$ cat config.mk
export PLATFORM = sky130hd
export DESIGN_NAME = lru_order_evict_allocator_flat
export DESIGN_NICKNAME = d
export VERILOG_FILES = /design/src/design/lrueo_pkg.sv /design/src/design/lrueo_req_if.sv /design/src/design/lrueo_rsp_if.sv /design/src/design/lru_order_evict_allocator.sv /design/src/design/lrueo_cell.sv /design/src/flat_wrapper.sv
export VERILOG_INCLUDE_DIRS = /design/src /design/src/design
export SDC_FILE = /design/constraint.sdc
export NUM_CORES = 1
export LEC_CHECK = 0
export BUFFER_PORTS_ARGS = -buffer_cell sky130_fd_sc_hd__buf_4
export CAP_MARGIN = 10
export CORE_MARGIN = 8
export CORE_UTILIZATION = 51
export CTS_BUF_LIST = sky130_fd_sc_hd__clkbuf_16
export DETAILED_ROUTE_END_ITERATION = 12
export PLACE_DENSITY = 0.76
export SLEW_MARGIN = 20
export SYNTH_ARGS = -nofsm -noshare
export SYNTH_HDL_FRONTEND = slang
export SYNTH_HIERARCHICAL = 1
export SYNTH_SLANG_ARGS = --single-unit
export TNS_END_PERCENT = 10
$ cat constraint.sdc
create_clock -name clk -period 18.8 [get_ports clk]
set_input_delay 0.94 -clock clk [delete_from_list [all_inputs] [get_ports clk]]
set_output_delay 0.94 -clock clk [all_outputs]
set_load 0.01 [all_outputs]
$ cat src/design/assert_macros.svh
// Assertion macros for the design files; the allocator top level includes them.
// Included by files that check their own logic; no other dependencies.
`ifndef ASSERT_MACROS_SVH
`define ASSERT_MACROS_SVH
`ifndef SYNTHESIS
`define ASSERT_ALWAYS(lbl, clk, rst_n, expr) \
	lbl: assert property (@(posedge clk) disable iff (!rst_n) (expr)) \
		else $error("assertion failed");
`define ASSERT_NEXT(lbl, clk, rst_n, ante, cons) \
	lbl: assert property (@(posedge clk) disable iff (!rst_n) (ante) |=> (cons)) \
		else $error("assertion failed");
`else
`define ASSERT_ALWAYS(lbl, clk, rst_n, expr)
`define ASSERT_NEXT(lbl, clk, rst_n, ante, cons)
`endif
`endif

$ cat src/design/lrueo_pkg.sv
// Shared types and constants for the LRU order allocator.
// No dependencies.
package lrueo_pkg;

	localparam int FUNC_W         = 2;
	localparam int PIECE_W        = 4;
	localparam int MASK_W         = 16;
	localparam int DEF_NUM_PIECES = 16;

	typedef enum logic [FUNC_W-1:0] {
		FUNC_ALLOC   = 2'd0,
		FUNC_TOUCH   = 2'd1,
		FUNC_RELEASE = 2'd2
	} func_t;

	// command broadcast to every cell of the order row
	typedef struct packed {
		logic               exec;
		logic [FUNC_W-1:0]  op;
		logic [PIECE_W-1:0] idx;
		logic [MASK_W-1:0]  mask;
	} cell_cmd_t;

endpackage

$ cat src/design/lrueo_req_if.sv
// Request channel: valid/ready handshake with operation, piece and mask.
// Depends on lrueo_pkg.
interface lrueo_req_if;
	logic                           valid;
	logic                           ready;
	logic [lrueo_pkg::FUNC_W-1:0]   func;
	logic [lrueo_pkg::PIECE_W-1:0]  piece_index;
	logic [lrueo_pkg::MASK_W-1:0]   evictable_mask;

	modport source (output valid, func, piece_index, evictable_mask, input ready);
	modport sink   (input valid, func, piece_index, evictable_mask, output ready);
endinterface

$ cat src/design/lrueo_rsp_if.sv
// Response channel: valid/ready handshake with found flag and piece index.
// Depends on lrueo_pkg.
interface lrueo_rsp_if;
	logic                           valid;
	logic                           ready;
	logic                           found;
	logic [lrueo_pkg::PIECE_W-1:0]  piece;

	modport source (output valid, found, piece, input ready);
	modport sink   (input valid, found, piece, output ready);
endinterface

$ cat src/design/lru_order_evict_allocator.sv
// Channel | dir | handshake   | payload
// req     | in  | valid/ready | func, piece_index, evictable_mask
// rsp     | out | valid/ready | found, piece
//
// Each request is first registered; the cell row then matches it, picks the
// first hit from the least-recent end and shifts the order. A new request is
// taken only after the previous one has gone through the row; a response
// waiting in the output register does not block taking the next request.
// The row only updates when the output register is free or being drained.
// Reset loads position p with piece p; no clearing pass.
//
// Top level: row of lrueo_cell plus request and response registers.
// Depends on lrueo_pkg, lrueo_req_if, lrueo_rsp_if, lrueo_cell, assert_macros.svh.
`include "assert_macros.svh"
module lru_order_evict_allocator #(
	parameter int NUM_PIECES = lrueo_pkg::DEF_NUM_PIECES
) (
	input  logic  clk,
	input  logic  arst_n,
	lrueo_req_if.sink   req,
	lrueo_rsp_if.source rsp
);
	import lrueo_pkg::*;

	localparam int ENTRY_W = $clog2(NUM_PIECES);
	localparam int CMP_W   = (ENTRY_W > PIECE_W) ? ENTRY_W : PIECE_W;

	logic               busy_q;
	logic [FUNC_W-1:0]  op_s1;
	logic [PIECE_W-1:0] idx_s1;
	logic [MASK_W-1:0]  mask_s1;
	logic               out_valid_q;
	logic               out_found_q;
	logic [PIECE_W-1:0] out_piece_q;

	logic               exec;
	cell_cmd_t          cmd;
	logic               res_found;
	logic [PIECE_W-1:0] res_piece;
	logic [CMP_W-1:0]   ext_tail;

	logic [ENTRY_W-1:0] entry     [NUM_PIECES];
	logic [ENTRY_W-1:0] left_w    [NUM_PIECES];
	logic [ENTRY_W-1:0] right_w   [NUM_PIECES];
	logic               fwd_seen  [NUM_PIECES+1];
	logic [ENTRY_W-1:0] fwd_val   [NUM_PIECES+1];
	logic               bwd_seen  [NUM_PIECES+1];

	assign req.ready = !busy_q;
	assign exec      = busy_q && (!out_valid_q || rsp.ready);

	assign cmd.exec = exec;
	assign cmd.op   = op_s1;
	assign cmd.idx  = idx_s1;
	assign cmd.mask = mask_s1;

	always_ff @(posedge clk or negedge arst_n) begin
		if (!arst_n) begin
			busy_q <= 1'b0;
		end else if (req.valid && req.ready) begin
			busy_q <= 1'b1;
		end else if (exec) begin
			busy_q <= 1'b0;
		end
	end

	always_ff @(posedge clk) begin
		if (req.valid && req.ready) begin
			op_s1   <= req.func;
			idx_s1  <= req.piece_index;
			mask_s1 <= req.evictable_mask;
		end
	end

	// order row; the selected piece leaves its place and re-enters at one end
	assign fwd_seen[0]          = 1'b0;
	assign fwd_val[0]           = '0;
	assign bwd_seen[NUM_PIECES] = 1'b0;

	for (genvar p = 0; p < NUM_PIECES; p++) begin : g_cell
		if (p == 0) begin : g_first
			assign left_w[p] = fwd_val[NUM_PIECES];
		end else begin : g_mid_l
			assign left_w[p] = entry[p-1];
		end
		if (p == NUM_PIECES - 1) begin : g_last
			assign right_w[p] = fwd_val[NUM_PIECES];
		end else begin : g_mid_r
			assign right_w[p] = entry[p+1];
		end

		lrueo_cell #(
			.ENTRY_W  (ENTRY_W),
			.CELL_POS (p)
		) u_cell (
			.clk          (clk),
			.arst_n       (arst_n),
			.cmd          (cmd),
			.fwd_seen_in  (fwd_seen[p]),
			.fwd_val_in   (fwd_val[p]),
			.fwd_seen_out (fwd_seen[p+1]),
			.fwd_val_out  (fwd_val[p+1]),
			.bwd_seen_in  (bwd_seen[p+1]),
			.bwd_seen_out (bwd_seen[p]),
			.left_entry   (left_w[p]),
			.right_entry  (right_w[p]),
			.entry        (entry[p])
		);
	end

	assign ext_tail = CMP_W'(fwd_val[NUM_PIECES]);

	always_comb begin
		unique case (op_s1) inside
			FUNC_ALLOC: begin
				res_found = fwd_seen[NUM_PIECES];
				res_piece = fwd_seen[NUM_PIECES] ? ext_tail[PIECE_W-1:0] : '0;
			end
			FUNC_TOUCH, FUNC_RELEASE: begin
				res_found = fwd_seen[NUM_PIECES];
				res_piece = idx_s1;
			end
			default: begin
				res_found = 1'b0;
				res_piece = '0;
			end
		endcase
	end

	always_ff @(posedge clk or negedge arst_n) begin
		if (!arst_n) begin
			out_valid_q <= 1'b0;
		end else if (exec) begin
			out_valid_q <= 1'b1;
		end else if (rsp.ready) begin
			out_valid_q <= 1'b0;
		end
	end

	always_ff @(posedge clk) begin
		if (exec) begin
			out_found_q <= res_found;
			out_piece_q <= res_piece;
		end
	end

	assign rsp.valid = out_valid_q;
	assign rsp.found = out_found_q;
	assign rsp.piece = out_piece_q;

	`ASSERT_NEXT(a_accept_busy, clk, arst_n, req.valid && req.ready, busy_q)
	`ASSERT_NEXT(a_exec_result, clk, arst_n, exec, out_valid_q && !busy_q)
	// every existing piece sits somewhere in the order
	`ASSERT_NEXT(a_named_found, clk, arst_n, exec && (op_s1 == FUNC_TOUCH || op_s1 == FUNC_RELEASE) && (int'(idx_s1) < NUM_PIECES), out_found_q)
	`ASSERT_NEXT(a_piece0_alloc, clk, arst_n, exec && op_s1 == FUNC_ALLOC && mask_s1[0], out_found_q)

endmodule

$ cat src/design/lrueo_cell.sv
// One position of the recency order row: holds a piece index, matches it
// against the command and shifts toward either neighbor. Depends on lrueo_pkg.
module lrueo_cell #(
	parameter int ENTRY_W  = 4,
	parameter int CELL_POS = 0
) (
	input  logic                  clk,
	input  logic                  arst_n,
	input  lrueo_pkg::cell_cmd_t  cmd,
	input  logic                  fwd_seen_in,
	input  logic [ENTRY_W-1:0]    fwd_val_in,
	output logic                  fwd_seen_out,
	output logic [ENTRY_W-1:0]    fwd_val_out,
	input  logic                  bwd_seen_in,
	output logic                  bwd_seen_out,
	input  logic [ENTRY_W-1:0]    left_entry,
	input  logic [ENTRY_W-1:0]    right_entry,
	output logic [ENTRY_W-1:0]    entry
);
	import lrueo_pkg::*;

	localparam int CMP_W = (ENTRY_W > PIECE_W) ? ENTRY_W : PIECE_W;

	logic [ENTRY_W-1:0] entry_q;
	logic [CMP_W-1:0]   ext_entry;
	logic [CMP_W-1:0]   ext_idx;
	logic               mask_hit;
	logic               hit;

	assign ext_entry = CMP_W'(entry_q);
	assign ext_idx   = CMP_W'(cmd.idx);
	// pieces beyond the mask width are never evictable
	assign mask_hit  = ((ext_entry >> PIECE_W) == '0) && cmd.mask[ext_entry[PIECE_W-1:0]];

	always_comb begin
		unique case (cmd.op) inside
			FUNC_ALLOC:                 hit = mask_hit;
			FUNC_TOUCH, FUNC_RELEASE:   hit = (ext_entry == ext_idx);
			default:                    hit = 1'b0;
		endcase
	end

	// first hit from the least-recent end wins
	assign fwd_seen_out = fwd_seen_in | hit;
	assign fwd_val_out  = fwd_seen_in ? fwd_val_in : entry_q;
	assign bwd_seen_out = bwd_seen_in | hit;
	assign entry        = entry_q;

	always_ff @(posedge clk or negedge arst_n) begin
		if (!arst_n) begin
			entry_q <= ENTRY_W'(CELL_POS);
		end else if (cmd.exec) begin
			if (cmd.op == FUNC_RELEASE) begin
				if (bwd_seen_out) begin
					entry_q <= left_entry;
				end
			end else if (cmd.op == FUNC_ALLOC || cmd.op == FUNC_TOUCH) begin
				if (fwd_seen_out) begin
					entry_q <= right_entry;
				end
			end
		end
	end

endmodule

$ cat src/flat_wrapper.sv
// flat-port wrapper written by rule: the top's interface ports become plain ports
module lru_order_evict_allocator_flat import lrueo_pkg::*;
#(
	parameter int NUM_PIECES = lrueo_pkg::DEF_NUM_PIECES
)
  (clk, arst_n, req_valid, req_func, req_piece_index, req_evictable_mask, req_ready, rsp_valid, rsp_found, rsp_piece, rsp_ready);
  lrueo_req_if req_i ();
  lrueo_rsp_if rsp_i ();
  input  logic clk;
  input  logic arst_n;
  input wire logic [$bits(req_i.valid)-1:0] req_valid;
  input wire logic [$bits(req_i.func)-1:0] req_func;
  input wire logic [$bits(req_i.piece_index)-1:0] req_piece_index;
  input wire logic [$bits(req_i.evictable_mask)-1:0] req_evictable_mask;
  output wire logic [$bits(req_i.ready)-1:0] req_ready;
  output wire logic [$bits(rsp_i.valid)-1:0] rsp_valid;
  output wire logic [$bits(rsp_i.found)-1:0] rsp_found;
  output wire logic [$bits(rsp_i.piece)-1:0] rsp_piece;
  input wire logic [$bits(rsp_i.ready)-1:0] rsp_ready;
  assign req_i.valid = req_valid;
  assign req_i.func = req_func;
  assign req_i.piece_index = req_piece_index;
  assign req_i.evictable_mask = req_evictable_mask;
  assign req_ready = req_i.ready;
  assign rsp_valid = rsp_i.valid;
  assign rsp_found = rsp_i.found;
  assign rsp_piece = rsp_i.piece;
  assign rsp_i.ready = rsp_ready;
  lru_order_evict_allocator #(.NUM_PIECES(NUM_PIECES)) u_core (.clk(clk), .arst_n(arst_n), .req(req_i), .rsp(rsp_i));
endmodule
==> flow_metrics.env <==
export IMPL_fin_worst_skew_ps=13.9
export IMPL_post_cts_buffers=0
export IMPL_rows=55
export IMPL_ir_drop_uv=58.2
export IMPL_holdBufCountCts=0
export IMPL_setup_tns_final_ps=0
export IMPL_start_kind="flop"
export IMPL_ys_flop_type="dfrtp_1"
export IMPL_min_from="u_core/busy_q"
export IMPL_cts_buffers=9
export IMPL_initial_core_util=0.520
export IMPL_viasPerCell=6.33
export IMPL_cts_sinks=93
export IMPL_drtAntennaViolNets=0
export IMPL_slowest_delay_ps=510
export IMPL_yosys_area_top_type="mux2i_1"
export IMPL_antenna_cells=0
export IMPL_setup_viol=0
export IMPL_antenna_found_initial=0
export IMPL_drt_iter0_markers=911
export IMPL_cts_max_level=3
export IMPL_cts_root_buf="clkbuf_16"
export IMPL_grt_pass1_wl_mm=52.2
export IMPL_drc=0
export IMPL_async_flop_share=0.710
export IMPL_crit_start="u_core/op_s1[0]"
export IMPL_cp_required_ps=19090
export IMPL_cts_resized_gates=0
export IMPL_fp_dieArea_um2=28200
export IMPL_synth_cell_types=37
export IMPL_area_growth_syn_to_layout_pct=5.94
export IMPL_die_h_um=168
export IMPL_leakage_nw=5.55
export IMPL_synth_area_per_cell_um2=9.07
export IMPL_period_needed_ps=9640
export IMPL_drv_slew=0
export IMPL_netlist_area_leader_share=0.0817
export IMPL_stdcell_count=1595
export IMPL_p_per_area_nw_per_um2=135
export IMPL_reg2reg_depth=38
export IMPL_cts_tree="yes"
export IMPL_grt_use_total=0.224
export IMPL_r2r_start="u_core/op_s1[0]"
export IMPL_gp_congestion=0.929
export IMPL_synth_edf_count=27
export IMPL_path_clk_slew_ps=80
export IMPL_slowest_stage="buf_4"
export IMPL_fmax_mhz=104
export IMPL_worstReg2RegEnd="u_core/g_cell[0].u_cell/entry[0]"
export IMPL_hold_violations=0
export IMPL_yosysWarnings=6
export IMPL_multiInputGateArea_um2=8670
export IMPL_die_w_um=168
export IMPL_fp_coreArea_um2=22600
export IMPL_grt_pass1_vias=10063
export IMPL_cp_end_kind="flop"
export IMPL_crit_arrival_ps=9930
export IMPL_postSynthCellCount=1297
export IMPL_hpwl_mm=22.3
export IMPL_grt_ovfl_total=0
export IMPL_clock_latency_ps=370
export IMPL_cts_buffer_depth=2
export IMPL_max_slew_margin=0.349
export IMPL_layout_worst_path_cycle_share=0.513
export IMPL_reg2reg_setup_slack_ps=9160
export IMPL_num_fill_cells=2005
export IMPL_regArea_um2=2500
export IMPL_wirelength_mm=31.8
export IMPL_avgRoutedWirePerCell_um=20.0
export IMPL_path_class="flop to flop"
export IMPL_layout_drive_gt1_share=0.179
export IMPL_synth_area_um2=11800
export IMPL_min_to="u_core/rsp.valid"
export IMPL_io_pins=33
export IMPL_hold_class="flop to flop"
export IMPL_worstMarginPinSlew_ps=976
export IMPL_vias=10098
export IMPL_ys_seq_area_frac=0.213
export IMPL_hold_depth=2
export IMPL_portBuffers=32
export IMPL_firstDrtPassIters=6
export IMPL_status="finished clean"
export IMPL_synth_area_leaders="mux2i_1 8.2%, dfrtp_1 7.2%, dfstp_2 7.1%"
export IMPL_grt_max_degree=67
export IMPL_nNetsFinal=1397
export IMPL_worst_path_max_fanout=50
export IMPL_drv_cap=0
export IMPL_dp_cells=1579
export IMPL_ys_ff_latch=93
export IMPL_grt_setup_unrepaired="false"
==> kinds of logic after synthesis <==
group                    count (synthesis)  synth area share
flip-flops                              93             0.213
AO/OA/AOI/OAI                          261             0.191
other                                    1          0.000319
adder cells (fa/ha/maj)                 66            0.0702
XOR/XNOR                                64            0.0476
AND/OR/NAND/NOR                        505             0.233
buffers and inverters                  131            0.0520
multiplexers                           176             0.194
==> report_power, final <==
group          leakage (nW)  internal, mW  switching, mW
sequential            0.969         0.300          0.210
combinational          4.42         0.436          0.526
clock                 0.159         0.118         0.0932
total                  5.55         0.854          0.830
==> layout by cell type, fill, tap and decap left out, types with 2 or more instances in the layout <==
master	Yosys	routed
xor2_1	64	64
inv_1	83	83
nand3_1	48	48
dfstp_2	32	32
buf_4	0	40
edfxtp_1	27	27
o211ai_1	16	16
mux2_1	16	16
nor2_1	132	132
conb_1	1	6
mux2_4	16	16
nand2_1	129	129
bufinv_16	0	2
o2111ai_4	16	16
o22ai_1	16	16
mux2_2	16	16
a32oi_1	4	4
o21ai_0	64	64
mux4_2	32	32
nor2b_1	33	33
nand3b_1	32	32
o211a_1	32	32
nand2b_1	32	32
o211ai_2	16	16
ha_1	66	66
nor3b_1	64	64
nor3_1	16	16
dfrtp_1	34	34
nand3_4	16	16
mux2i_1	96	96
a211oi_2	32	32
a21oi_1	48	48
o21ai_1	16	16
clkbuf_16	0	9
==> cell usage after synthesis (27+ instances only) <==
| cell | number |
|---|---|
| a211oi_2 | 32 |
| a21oi_1 | 48 |
| clkbuf_1 | 32 |
| dfrtp_1 | 34 |
| dfstp_2 | 32 |
| edfxtp_1 | 27 |
| ha_1 | 66 |
| inv_1 | 83 |
| mux2i_1 | 96 |
| mux4_2 | 32 |
| nand2_1 | 129 |
| nand2b_1 | 32 |
| nand3_1 | 48 |
| nand3b_1 | 32 |
| nor2_1 | 132 |
| nor2b_1 | 33 |
| nor3b_1 | 64 |
| o211a_1 | 32 |
| o21ai_0 | 64 |
| xor2_1 | 64 |
==> final cells by class <==
class,instances,share of cell area
tap,285,0.0286
timing repair buffer,40,0.0241
multi-input combinational,1078,0.696
clock inverter,7,0.00783
inverter,83,0.0250
sequential,93,0.201
clock buffer,9,0.0181
==> worst max path at each step <==
stage	slack, ps	to	cells after the start
2_1_floorplan	10020	u_core/g_cell[0].u_cell/entry[0]	52
3_3_place_gp	9830	u_core/g_cell[0].u_cell/entry[0]	38
3_5_place_dp	9450	u_core/g_cell[0].u_cell/entry[0]	38
4_1_cts	9410	u_core/g_cell[0].u_cell/entry[0]	38
5_1_grt	8090	u_core/g_cell[0].u_cell/entry[0]	38
6_report	9160	u_core/g_cell[0].u_cell/entry[0]	38
==> layer usage <==
metal / routed length [um] / up-vias / track usage
met5: 0 / - / 0
li1: - / 4696 / -
met4: 819 / 0 / 0.0796
met3: 2040 / 64 / 0.0344
met2: 15400 / 374 / 0.381
met1: 13600 / 4964 / 0.284
==> worst max-delay path, delay by kind of cell, from the launching register on <==
| kind | cells | cell delay [ps] |
|---|---|---|
| AND/OR/NAND/NOR | 17 | 3880 |
| AO/OA/AOI/OAI | 17 | 4060 |
| adder cells (fa/ha/maj) | 1 | 310 |
| buffers and inverters | 2 | 660 |
| flip-flops | 1 | 320 |
| multiplexers | 1 | 310 |
==> state kept, by name, summed over array words and instances (netlist names) <==
signal / flops
u_core/rsp.valid: 1
u_core/op_s1: 2
u_core/g_cell.u_cell/entry: 64
u_core/idx_s1: 4
u_core/mask_s1: 16
u_core/rsp.found: 1
u_core/rsp.piece: 4
u_core/busy_q: 1
==> stage by stage <==
step	hold slack, ps	setup WS (ps)	instance area [um^2]	utilization	total power [mW]
finish	545	9160	12500	0.551	1.68
floorplan	529	10020	11800	-	1.24
global placement	522	9830	12100	0.536	1.43
CTS	557	9410	12500	0.551	1.67
detailed placement	537	9450	12100	0.536	1.45
global route	599	8090	12500	0.551	1.80
Power figures use the tool's default switching activity.
